**src/design/tslt_pkg.sv**
```systemverilog
`timescale 1ns / 1ps
`default_nettype none
// ----------------------------------------------------------------------------
// tslt_pkg
// Shared types and constants for the task slot lifecycle tracker.
// ----------------------------------------------------------------------------
package tslt_pkg;

	localparam int Slots = 64;
	localparam int SlotW = $clog2(Slots);
	localparam int NumStates = 5;

	localparam logic [2:0] ST_FREE = 3'd0;
	localparam logic [2:0] ST_REQUEST = 3'd1;
	localparam logic [2:0] ST_PREPARE = 3'd2;
	localparam logic [2:0] ST_PROCESS = 3'd3;
	localparam logic [2:0] ST_COMPLETE = 3'd4;
	localparam logic [2:0] ST_NONE = 3'd7;

	localparam logic [1:0] REQ_ALLOC = 2'd0;
	localparam logic [1:0] REQ_MOVE = 2'd1;
	localparam logic [1:0] REQ_RELEASE = 2'd2;
	localparam logic [1:0] REQ_FLUSH = 2'd3;

	localparam logic [2:0] STS_OK = 3'd0;
	localparam logic [2:0] STS_EMPTY = 3'd1;
	localparam logic [2:0] STS_WRONG = 3'd2;
	localparam logic [2:0] STS_PAIR = 3'd3;
	localparam logic [2:0] STS_BAD = 3'd4;

	typedef struct packed {
		logic [1:0] req_type;
		logic [5:0] slot_number;
		logic [2:0] from_state;
		logic [2:0] to_state;
	} req_t;

	typedef struct packed {
		logic [2:0] status;
		logic [5:0] granted_slot;
		logic [5:0] free_count;
		logic [5:0] request_count;
		logic [5:0] prepare_count;
		logic [5:0] process_count;
		logic [5:0] complete_count;
	} rsp_t;

	// One entry of the slot memory: state plus both links.
	typedef struct packed {
		logic [2:0] st;
		logic [SlotW-1:0] nxt;
		logic [SlotW-1:0] prv;
	} entry_t;

	// Port request/data between control and slot memory; per-field write enables.
	typedef struct packed {
		logic we_st;
		logic we_nxt;
		logic we_prv;
		logic [SlotW-1:0] waddr;
		entry_t wdata;
		logic [SlotW-1:0] raddr;
	} mem_req_t;

	function automatic logic move_allowed(input logic [2:0] f, input logic [2:0] t);
		logic [4:0] m;
		unique case (f)
			ST_FREE: m = 5'h02;
			ST_REQUEST: m = 5'h1D;
			ST_PREPARE: m = 5'h19;
			ST_PROCESS: m = 5'h11;
			ST_COMPLETE: m = 5'h01;
			default: m = 5'h00;
		endcase
		if (t > ST_COMPLETE) return 1'b0;
		return m[t];
	endfunction

endpackage
`default_nettype wire

```
**src/design/task_slot_lifecycle_tracker.sv**
```systemverilog
`timescale 1ns / 1ps
`default_nettype none
// ----------------------------------------------------------------------------
// task_slot_lifecycle_tracker
// Task slot pool with five ordered state lists kept in a slot memory.
// ----------------------------------------------------------------------------
// Steps: an allocate, move or release that succeeds reads, checks, unlinks
//   and relinks it, then outputs; a failed move or release outputs after
//   the check, an allocate with no free slot at once; flush frees every slot.
// Throughput: one request at a time; busy drops in the result cycle, so the
//   next transfer can be taken at the edge that takes the result.
// Reset: after arst_n rises the slot memory is initialized (busy high); the
//   result cannot be stalled by the receiver.
module task_slot_lifecycle_tracker (
	input wire logic clk,
	input wire logic arst_n,
	input wire logic start,
	input wire tslt_pkg::req_t req,
	output logic busy,
	output logic done,
	output tslt_pkg::rsp_t result
);

	// control to memory request, and registered read data back
	tslt_pkg::mem_req_t mreq;
	tslt_pkg::entry_t rdata;

	tslt_ctrl u_ctrl (
		.clk(clk), .arst_n(arst_n), .start(start), .req(req),
		.busy(busy), .done(done), .result(result),
		.mreq(mreq), .rdata(rdata)
	);

	tslt_mem u_mem (.clk(clk), .mreq(mreq), .rdata(rdata));

endmodule
`default_nettype wire

```
**src/design/tslt_mem.sv**
```systemverilog
`timescale 1ns / 1ps
`default_nettype none
// ----------------------------------------------------------------------------
// tslt_mem
// Slot entry memory: one write port with field enables, one registered read.
// ----------------------------------------------------------------------------
module tslt_mem (
	input wire logic clk,
	input wire tslt_pkg::mem_req_t mreq,
	output tslt_pkg::entry_t rdata
);

	tslt_pkg::entry_t mem_q [tslt_pkg::Slots];

	always_ff @(posedge clk) begin
		if (mreq.we_st) begin
			mem_q[mreq.waddr].st <= mreq.wdata.st;
		end
		if (mreq.we_nxt) begin
			mem_q[mreq.waddr].nxt <= mreq.wdata.nxt;
		end
		if (mreq.we_prv) begin
			mem_q[mreq.waddr].prv <= mreq.wdata.prv;
		end
		rdata <= mem_q[mreq.raddr];
	end

endmodule
`default_nettype wire

```
**src/design/tslt_ctrl.sv**
```systemverilog
`timescale 1ns / 1ps
`default_nettype none
// ----------------------------------------------------------------------------
// tslt_ctrl
// Sequencer: reads slot entries, unlinks, relinks at list tails.
// ----------------------------------------------------------------------------
module tslt_ctrl (
	input wire logic clk,
	input wire logic arst_n,
	input wire logic start,
	input wire tslt_pkg::req_t req,
	output logic busy,
	output logic done,
	output tslt_pkg::rsp_t result,
	output tslt_pkg::mem_req_t mreq,
	input wire tslt_pkg::entry_t rdata
);

	localparam int SW = tslt_pkg::SlotW;

	typedef enum logic [9:0] {
		S_INIT = 10'b0000000001,
		S_IDLE = 10'b0000000010,
		S_RD = 10'b0000000100,   // read target entry
		S_CHK = 10'b0000001000,  // entry on rdata: check and latch
		S_WP = 10'b0000010000,   // prev.nxt = next
		S_WN = 10'b0000100000,   // next.prv = prev
		S_WT = 10'b0001000000,   // old dest tail.nxt = slot
		S_SELF = 10'b0010000000, // write slot entry, list registers
		S_FLH = 10'b0100000000,  // flush: pick next list head
		S_OUT = 10'b1000000000
	} fsm_t;

	fsm_t state_q;
	logic [SW-1:0] head_q [tslt_pkg::NumStates];
	logic [SW-1:0] tail_q [tslt_pkg::NumStates];
	logic [SW:0] cnt_q [tslt_pkg::NumStates];
	tslt_pkg::req_t req_q;
	logic [SW-1:0] slot_q;
	logic [2:0] dst_q;
	logic [2:0] sts_q;
	logic [SW-1:0] gnt_q;
	tslt_pkg::entry_t ent_q;
	logic [2:0] fl_q;
	logic [SW-1:0] init_q;
	logic flushing_q;

	logic bad;
	logic [2:0] ost;
	logic [2:0] chk_sts;
	assign bad = (req_q.slot_number == '0);
	assign ost = ent_q.st;

	// status from the checks on the freshly read target entry
	always_comb begin
		chk_sts = tslt_pkg::STS_OK;
		if (!flushing_q && req_q.req_type == tslt_pkg::REQ_MOVE) begin
			priority if (bad) chk_sts = tslt_pkg::STS_BAD;
			else if (!tslt_pkg::move_allowed(req_q.from_state, req_q.to_state))
				chk_sts = tslt_pkg::STS_PAIR;
			else if (cnt_q[req_q.from_state] == '0) chk_sts = tslt_pkg::STS_EMPTY;
			else if (rdata.st != req_q.from_state) chk_sts = tslt_pkg::STS_WRONG;
			else chk_sts = tslt_pkg::STS_OK;
		end else if (!flushing_q && req_q.req_type == tslt_pkg::REQ_RELEASE) begin
			priority if (bad) chk_sts = tslt_pkg::STS_BAD;
			else if (rdata.st == tslt_pkg::ST_FREE || rdata.st > tslt_pkg::ST_COMPLETE)
				chk_sts = tslt_pkg::STS_WRONG;
			else chk_sts = tslt_pkg::STS_OK;
		end
	end

	always_comb begin
		mreq = '0;
		unique case (state_q)
			S_INIT: begin
				mreq.we_st = 1'b1;
				mreq.we_nxt = 1'b1;
				mreq.we_prv = 1'b1;
				mreq.waddr = init_q;
				mreq.wdata.st = (init_q == '0) ? tslt_pkg::ST_NONE : tslt_pkg::ST_FREE;
				mreq.wdata.nxt = (init_q == SW'(tslt_pkg::Slots - 1) || init_q == '0) ?
					'0 : init_q + 1'b1;
				mreq.wdata.prv = (init_q <= SW'(1)) ? '0 : init_q - 1'b1;
			end
			S_RD: mreq.raddr = slot_q;
			S_WP: begin
				mreq.we_nxt = (ent_q.prv != '0);
				mreq.waddr = ent_q.prv;
				mreq.wdata.nxt = ent_q.nxt;
			end
			S_WN: begin
				mreq.we_prv = (ent_q.nxt != '0);
				mreq.waddr = ent_q.nxt;
				mreq.wdata.prv = ent_q.prv;
			end
			S_WT: begin
				mreq.we_nxt = (tail_q[dst_q] != '0);
				mreq.waddr = tail_q[dst_q];
				mreq.wdata.nxt = slot_q;
			end
			S_SELF: begin
				mreq.we_st = 1'b1;
				mreq.we_nxt = 1'b1;
				mreq.we_prv = 1'b1;
				mreq.waddr = slot_q;
				mreq.wdata.st = dst_q;
				mreq.wdata.nxt = '0;
				mreq.wdata.prv = tail_q[dst_q];
			end
			default: ;
		endcase
	end

	assign busy = (state_q != S_IDLE);

	always_ff @(posedge clk or negedge arst_n) begin
		if (!arst_n) begin
			state_q <= S_INIT;
			init_q <= '0;
			flushing_q <= 1'b0;
			done <= 1'b0;
			fl_q <= '0;
			req_q <= '0;
			slot_q <= '0;
			dst_q <= '0;
			sts_q <= '0;
			gnt_q <= '0;
			ent_q <= '0;
			for (int i = 0; i < tslt_pkg::NumStates; i++) begin
				head_q[i] <= (i == 0) ? SW'(1) : '0;
				tail_q[i] <= (i == 0) ? SW'(tslt_pkg::Slots - 1) : '0;
				cnt_q[i] <= (i == 0) ? (SW+1)'(tslt_pkg::Slots - 1) : '0;
			end
		end else begin
			done <= (state_q == S_OUT);
			unique case (state_q)
				S_INIT: begin
					init_q <= init_q + 1'b1;
					if (init_q == SW'(tslt_pkg::Slots - 1)) state_q <= S_IDLE;
				end
				S_IDLE: begin
					if (start) begin
						req_q <= req;
						gnt_q <= '0;
						priority if (req.req_type == tslt_pkg::REQ_ALLOC &&
							cnt_q[tslt_pkg::ST_FREE] == '0) begin
							sts_q <= tslt_pkg::STS_EMPTY;
							state_q <= S_OUT;
						end else if (req.req_type == tslt_pkg::REQ_ALLOC) begin
							sts_q <= tslt_pkg::STS_OK;
							slot_q <= head_q[tslt_pkg::ST_FREE];
							dst_q <= tslt_pkg::ST_REQUEST;
							state_q <= S_RD;
						end else if (req.req_type == tslt_pkg::REQ_FLUSH) begin
							sts_q <= tslt_pkg::STS_OK;
							flushing_q <= 1'b1;
							fl_q <= tslt_pkg::ST_REQUEST;
							dst_q <= tslt_pkg::ST_FREE;
							state_q <= S_FLH;
						end else begin
							sts_q <= tslt_pkg::STS_OK;
							slot_q <= req.slot_number;
							dst_q <= (req.req_type == tslt_pkg::REQ_MOVE) ?
								req.to_state : tslt_pkg::ST_FREE;
							state_q <= S_RD;
						end
					end
				end
				S_FLH: begin
					if (fl_q == 3'(tslt_pkg::NumStates)) begin
						flushing_q <= 1'b0;
						state_q <= S_OUT;
					end else if (head_q[fl_q] == '0) begin
						fl_q <= fl_q + 1'b1;
					end else begin
						slot_q <= head_q[fl_q];
						state_q <= S_RD;
					end
				end
				S_RD: state_q <= S_CHK;
				S_CHK: begin
					ent_q <= rdata;
					if (chk_sts != tslt_pkg::STS_OK) begin
						sts_q <= chk_sts;
						state_q <= S_OUT;
					end else begin
						state_q <= S_WP;
					end
				end
				S_WP: state_q <= S_WN;
				S_WN: state_q <= S_WT;
				S_WT: state_q <= S_SELF;
				S_SELF: begin
					// source and destination lists always differ here
					if (ent_q.prv == '0) head_q[ost] <= ent_q.nxt;
					if (ent_q.nxt == '0) tail_q[ost] <= ent_q.prv;
					cnt_q[ost] <= cnt_q[ost] - 1'b1;
					if (tail_q[dst_q] == '0) head_q[dst_q] <= slot_q;
					tail_q[dst_q] <= slot_q;
					cnt_q[dst_q] <= cnt_q[dst_q] + 1'b1;
					if (!flushing_q) gnt_q <= slot_q;
					state_q <= flushing_q ? S_FLH : S_OUT;
				end
				S_OUT: state_q <= S_IDLE;
				default: state_q <= S_IDLE;
			endcase
		end
	end

	always_comb begin
		result = '0;
		result.status = sts_q;
		result.granted_slot = 6'(gnt_q);
		result.free_count = 6'(cnt_q[0]);
		result.request_count = 6'(cnt_q[1]);
		result.prepare_count = 6'(cnt_q[2]);
		result.process_count = 6'(cnt_q[3]);
		result.complete_count = 6'(cnt_q[4]);
	end

`ifndef ASSERT_OFF
	a_done_pulse: assert property (@(posedge clk) disable iff (!arst_n)
		done |=> !done) else $error("done longer than one cycle");
	a_idle_after: assert property (@(posedge clk) disable iff (!arst_n)
		done |-> state_q == S_IDLE) else $error("result outside idle");
	a_cnt_sum: assert property (@(posedge clk) disable iff (!arst_n)
		(state_q == S_IDLE) |-> (cnt_q[0] + cnt_q[1] + cnt_q[2] + cnt_q[3] + cnt_q[4])
		== (SW+1)'(tslt_pkg::Slots - 1)) else $error("slot count lost");
`endif

endmodule
`default_nettype wire

```
**config.mk**
```make
export PLATFORM = sky130hd
export DESIGN_NAME = task_slot_lifecycle_tracker
export DESIGN_NICKNAME = d
export VERILOG_FILES = /design/src/design/tslt_pkg.sv /design/src/design/task_slot_lifecycle_tracker.sv /design/src/design/tslt_mem.sv /design/src/design/tslt_ctrl.sv
export SDC_FILE = /design/constraint.sdc
export NUM_CORES = 2
export LEC_CHECK = 0
export ABC_AREA = 0
export BUFFER_PORTS_ARGS = -buffer_cell sky130_fd_sc_hd__clkbuf_2
export CAP_MARGIN = 20
export CELL_PAD_IN_SITES_DETAIL_PLACEMENT = 0
export CELL_PAD_IN_SITES_GLOBAL_PLACEMENT = 1
export CORE_MARGIN = 4
export CORE_UTILIZATION = 55
export CTS_CLUSTER_DIAMETER = 120
export DETAILED_ROUTE_END_ITERATION = 12
export GPL_ROUTABILITY_DRIVEN = 0
export GPL_TIMING_DRIVEN = 0
export PLACE_DENSITY_LB_ADDON = 0.1
export SLEW_MARGIN = 20
export SYNTH_ARGS = -nofsm -noshare
export SYNTH_HDL_FRONTEND = slang
export SYNTH_HIERARCHICAL = 1
export SYNTH_SLANG_ARGS = --single-unit
```
**constraint.sdc**
```tcl
create_clock -name clk -period 8.6 [get_ports clk]
set_input_delay 0 -clock clk [delete_from_list [all_inputs] [get_ports clk]]
set_output_delay 0 -clock clk [all_outputs]
set_load 0.01 [all_outputs]
```
== After elaboration in Yosys (flattened, before gate mapping) ==
Memory sizes are Yosys's and may differ from the RTL's. A register that Yosys moved wholly into a read port is not among the register bits.
Index checks and enable logic that the tools add are counted.
Widths: inputs -> output; s select.

* Register bits: 163
* Memory bits (writable): 960
* Input port bits: 17
* Output and inout bits: 41
* Logic and storage cells: 233
* Memories: 1

{| class="wikitable"
|+ Memories
! name !! words !! width !! read ports !! clocked after Yosys merged registers in !! write ports !! RTL line !! text
|-
| u_mem.mem_q || 64 || 15 || 1 || 1 || 1 || tslt_mem.sv:13 || <nowiki>tslt_pkg::entry_t mem_q [tslt_pkg::Slots];</nowiki>
|}

* Add/subtract/negate cells: 5
* $lt $le $gt $ge: 10
* Equality and inequality tests: 35
* Muxes and demuxes: 111
* Bitwise operators: 5
* Reductions and logical operators: 35

{| class="wikitable"
|+ Operators by type and width
! kind !! number
|-
| $mux 30 || 5
|-
| $bwmux 30 || 4
|-
| $mux 6 || 17
|-
| $pmux 10 s9 || 1
|-
| $mux 10 || 8
|-
| $bwmux 35 || 2
|-
| $bmux 7 s3 || 3
|-
| $mux 7 || 8
|-
| $mux 3 || 18
|-
| $demux 7 s3 || 2
|-
| $bmux 6 s3 || 2
|-
| $demux 6 s3 || 2
|-
| $logic_not 6->1 || 6
|-
| $pmux 6 s3 || 2
|-
| $pmux 6 s5 || 1
|-
| $pmux 5 s5 || 1
|-
| $pmux 6 s2 || 2
|-
| $mux 1 || 21
|-
| $pmux 3 s2 || 3
|-
| $reduce_bool 6->1 || 3
|-
| $ge 4x4->1 const B || 4
|-
| $not 3->4 || 4
|-
| $logic_not 7->1 || 2
|-
| $ne 2x2->1 const B || 6
|-
| other kinds (48) || 74
|}

== Longest topological paths before layout ==
* Word-level depth: 15
* Mapped depth: 13
* Depth with buffers taken out: 10

== By module ==
Netlist, hierarchy kept.

{| class="wikitable"
|+ Modules (own cells, without submodules)
! module !! times used !! cells an instance !! area an instance (um^2)
|-
| tslt_mem || 1 || 2027 || 38257.9
|-
| tslt_ctrl || 1 || 1181 || 10284.9
|}

== Least setup slack after synthesis ==
OpenSTA, ideal clock, no wires.

* Path type: reg-to-reg
* Start: reg u_ctrl.state_q[2]
* End: mem u_mem/mem_q[0][0] in the netlist's numbering, data pin
* Data arrival time: 3561 ps
* Path slack: 4472 ps
* Stages on the path, launching flop included: 7
* Buffers on the path: 2
* Path through: dfrtp_1 -> nor4_1 -> and2_1 -> nand3_1 -> buf_1 -> clkbuf_1 -> o221ai_1

{| class="wikitable"
|+ RTL lines
! what !! RTL line !! text
|-
| from (decl) || tslt_ctrl.sv:34 || <nowiki>fsm_t state_q;</nowiki>
|-
| from (signal assigned) || tslt_ctrl.sv:202 || <nowiki>state_q <= flushing_q ? S_FLH : S_OUT;</nowiki>
|-
| to (decl) || tslt_mem.sv:13 ||
|}

==> flow_metrics.tcl <==
set metrics [dict create \
    status "complete, no violations" \
    numPortBuffers 57 \
    cts.htree.levels 3 \
    cp-end-kind "flip-flop" \
    hold_class "input pin to flip-flop" \
    cts_setup_buffers 0 \
    clock_power_share_pct 36.9 \
    gr-usage-all-layers_pct 32.6 \
    pwr-share-comb_pct 17.0 \
    synth_area_per_cell_um2 15.1 \
    async_flop_share_pct 14.3 \
    overflow 0 \
    yosys_register_bits 1138 \
    dr_total_vias 31100 \
    io_pins 58 \
    initial_core_util_pct 55.7 \
    fp-row-count 108 \
    worstSetupEndpoint "u_mem/rdata[14]" \
    wire_per_inst_um 32.6 \
    dieHeight_um 305 \
    cts.repair.resized 0 \
    period_share_pct 64.5 \
    dieWidth_um 305 \
    cts_buffers 115 \
    routed_wl_um 153000 \
    intPower_mw 9.61 \
    skew_ps 43.8 \
    slew_viol_final 0 \
    final_nets 3462 \
    slew_headroom_pct 27.5 \
    path_max_fanout 10 \
    drc 0 \
    die-area_um2 93100 \
    synth.distinct_cells 85 \
    rsz0062_at_grt "no" \
    worst_pin_slew_ps 1090 \
    cts.clk_slew.worst_paths_ps 60 \
    min_period_ps 5540 \
    arrival_ps 6080 \
    hold_violations 0 \
    dp_hpwl_um 108000 \
    root_buffer "clkbuf_16" \
    syn_inst 3208 \
    area_delta_synth_final_pct 13.8 \
    grt_max_degree 81 \
    syn_nets 3232 \
    cts_tree "yes" \
    ant_nets 0 \
    antenna_found_initial 5 \
    critPathKind "flip-flop to flip-flop" \
    cts_max_path_buffers 3 \
    p_seq_share_pct 46.2 \
    critPathRequiredTime_ps 9140 \
    firstDrtPassIters 9 \
    cts_hold_buf 26 \
    drive_gt1_share_pct 17.5 \
    grt_pass1_wl_um 218000 \
    pwr_density_cell_nw_per_um2 242 \
    r2r_slack_ps 3060 \
    yosysSeqAreaShare_pct 68.4 \
    crit_path_cell_trace "nor4_2, nand3_1, nor3b_1, and2_1, clkbuf_1, clkbuf_1, nand2b_1, nor2_1, a21oi_1, o21ai_0, a211oi_1" \
    synth-edff-count 960 \
    yosysWarnings 6 \
    tns_ps 0 \
    worst_path_max_delay_cell "nor3b_1" \
    clk_latency_ps 710 \
    final_cell_mix "edfxtp_1 (960), nor2_1 (310), mux2i_1 (246)" \
    synth_area_um2 48500 \
    r2r_end "u_mem/rdata[14]" \
    cap_violations 0 \
    slowest_delay_ps 790 \
    startpoint_type "flip-flop" \
    cts.sinks 1138 \
    vdd_drop_max_mv 0.231 \
    post_drt_via_cell_ratio 6.62 \
    r2r-start "u_ctrl/state_q[4]" \
    setup_viol 0 \
    cp_common_cell "clkbuf_1" \
    num_antenna_cells 0 \
    p_sw_share_pct 28.2 \
    final_common_cell "edfxtp_1" \
    fmax_ghz 0.180 \
    grt_pass1_vias 30700 \
    coreArea_um2 87200 \
    leakage_nw 18.6 \
    power.total_mw 13.4 \
    drt_iter0_drc 4044 \
    rr_worst_depth 11 \
    crit_start "u_ctrl/state_q[4]" \
    synth_ff_type "edfxtp_1" \
    power.switching_mw 3.78 \
]
-- cell families after synthesis --
group,after synthesis,share of synthesized area (%)
AO/OA/AOI/OAI,530,7.42
XOR/XNOR,30,0.541
adder cells (fa/ha/maj),7,0.180
buffers and inverters,250,2.80
flip-flops,1138,68.4
multiplexers,435,12.8
AND/OR/NAND/NOR,818,7.86
-- power groups by stage --
stage / sequential [mW] / combinational (mW) / clock, mW
after global placement: 6.28 / 2.14 / 0
after detailed placement: 6.28 / 2.17 / 0
after floorplan: 6.23 / 1.35 / 0
after global routing: 6.19 / 2.37 / 5.24
after CTS: 6.17 / 2.22 / 4.99
final: 6.18 / 2.27 / 4.93
-- layout make-up --
cell class,instances,area (um^2)
Tap cell,1155,1450
Clock buffer,146,3090
Buffer,231,1290
Timing Repair Buffer,113,1300
Clock inverter,71,661
Fill cell,6405,31900
Sequential cell,1138,33200
Multi-Input combinational cell,1820,14200
Inverter,19,71.3
-- routing by layer --
layer | wire length (um) | GRT usage (%)
met5 | 27 | 0
met4 | 9520 | 15.9
met3 | 14100 | 6.09
met2 | 74500 | 54.7
met1 | 54600 | 41.1
-- worst min-delay path by stage --
stage / start / slack, ps / endpoint / depth (start not counted)
finish: req[4] / 110 / u_ctrl/req_q[4] / 3
global route: req[3] / 100 / u_ctrl/req_q[3] / 3
CTS: req[3] / 80 / u_ctrl/req_q[3] / 3
detailed placement: arst_n / 100 / u_ctrl/result[21] / 1
global placement: req[5] / 240 / u_ctrl/req_q[5] / 2
floorplan: arst_n / -300 / u_ctrl/cnt_q[13] / 0
-- worst max-delay path: cells and delay by family, from the launching register on --
family	cells	cell delay, ps
simple gates	6	2710
compound gates	3	1210
buf+inv	2	1020
flops	1	440
-- Yosys cell counts, types with 15 or more instances --
cell / instances / share of area [%]
buf_4: 53 / 0.82
xnor2_1: 26 / 0.47
and3_1: 30 / 0.39
edfxtp_1: 960 / 59
nand3_1: 57 / 0.59
a22oi_1: 125 / 1.9
o21ai_1: 29 / 0.30
mux2i_1: 246 / 5.1
mux4_2: 129 / 6.0
a22o_1: 18 / 0.32
a21oi_1: 87 / 0.90
o21ai_0: 76 / 0.78
nor4_1: 19 / 0.24
o221ai_1: 24 / 0.43
a211oi_1: 16 / 0.25
clkbuf_1: 100 / 0.77
buf_2: 49 / 0.51
dfrtp_1: 149 / 7.7
dfxtp_1: 15 / 0.62
mux2_2: 43 / 1.0
o22ai_1: 63 / 0.81
nor2b_1: 23 / 0.30
nor2_1: 312 / 2.4
inv_1: 18 / 0.14
nand2b_1: 19 / 0.24
nand3b_1: 16 / 0.25
nand2_1: 240 / 1.9
-- stage by stage --
| step | hold WS, ps | area, um^2 | setup slack, ps | cells | util [%] |
|---|---|---|---|---|---|
| after floorplan | -296 | 48500 | 4470 | 3208 | - |
| after global placement | 235 | 50300 | 1240 | 4420 | 57.7 |
| after detailed placement | 101 | 51200 | 3230 | 4450 | 58.8 |
| after CTS | 75.7 | 55300 | 3230 | 4693 | 63.4 |
| after global routing | 102 | 55300 | 2930 | 4693 | 63.4 |
| final | 110 | 55300 | 3060 | 4693 | 63.4 |
-- flip-flops by register name, indices dropped and copies added (netlist names) --
signal             count
u_ctrl/init_q          6
u_ctrl/flushing_q      1
u_ctrl/cnt_q           5
u_mem/rdata           15
u_ctrl/tail_q         30
u_ctrl/sts_q           3
u_ctrl/gnt_q           6
u_ctrl/done            1
u_ctrl/req_q          14
u_ctrl/fl_q            3
u_ctrl/ent_q          12
u_ctrl/dst_q           3
u_ctrl/head_q         30
u_ctrl/slot_q          6
u_ctrl/result         30
u_ctrl/state_q        10
u_mem/mem_q          960
u_ctrl/ost             3
No activity file was read; power rests on OpenSTA's default activity.
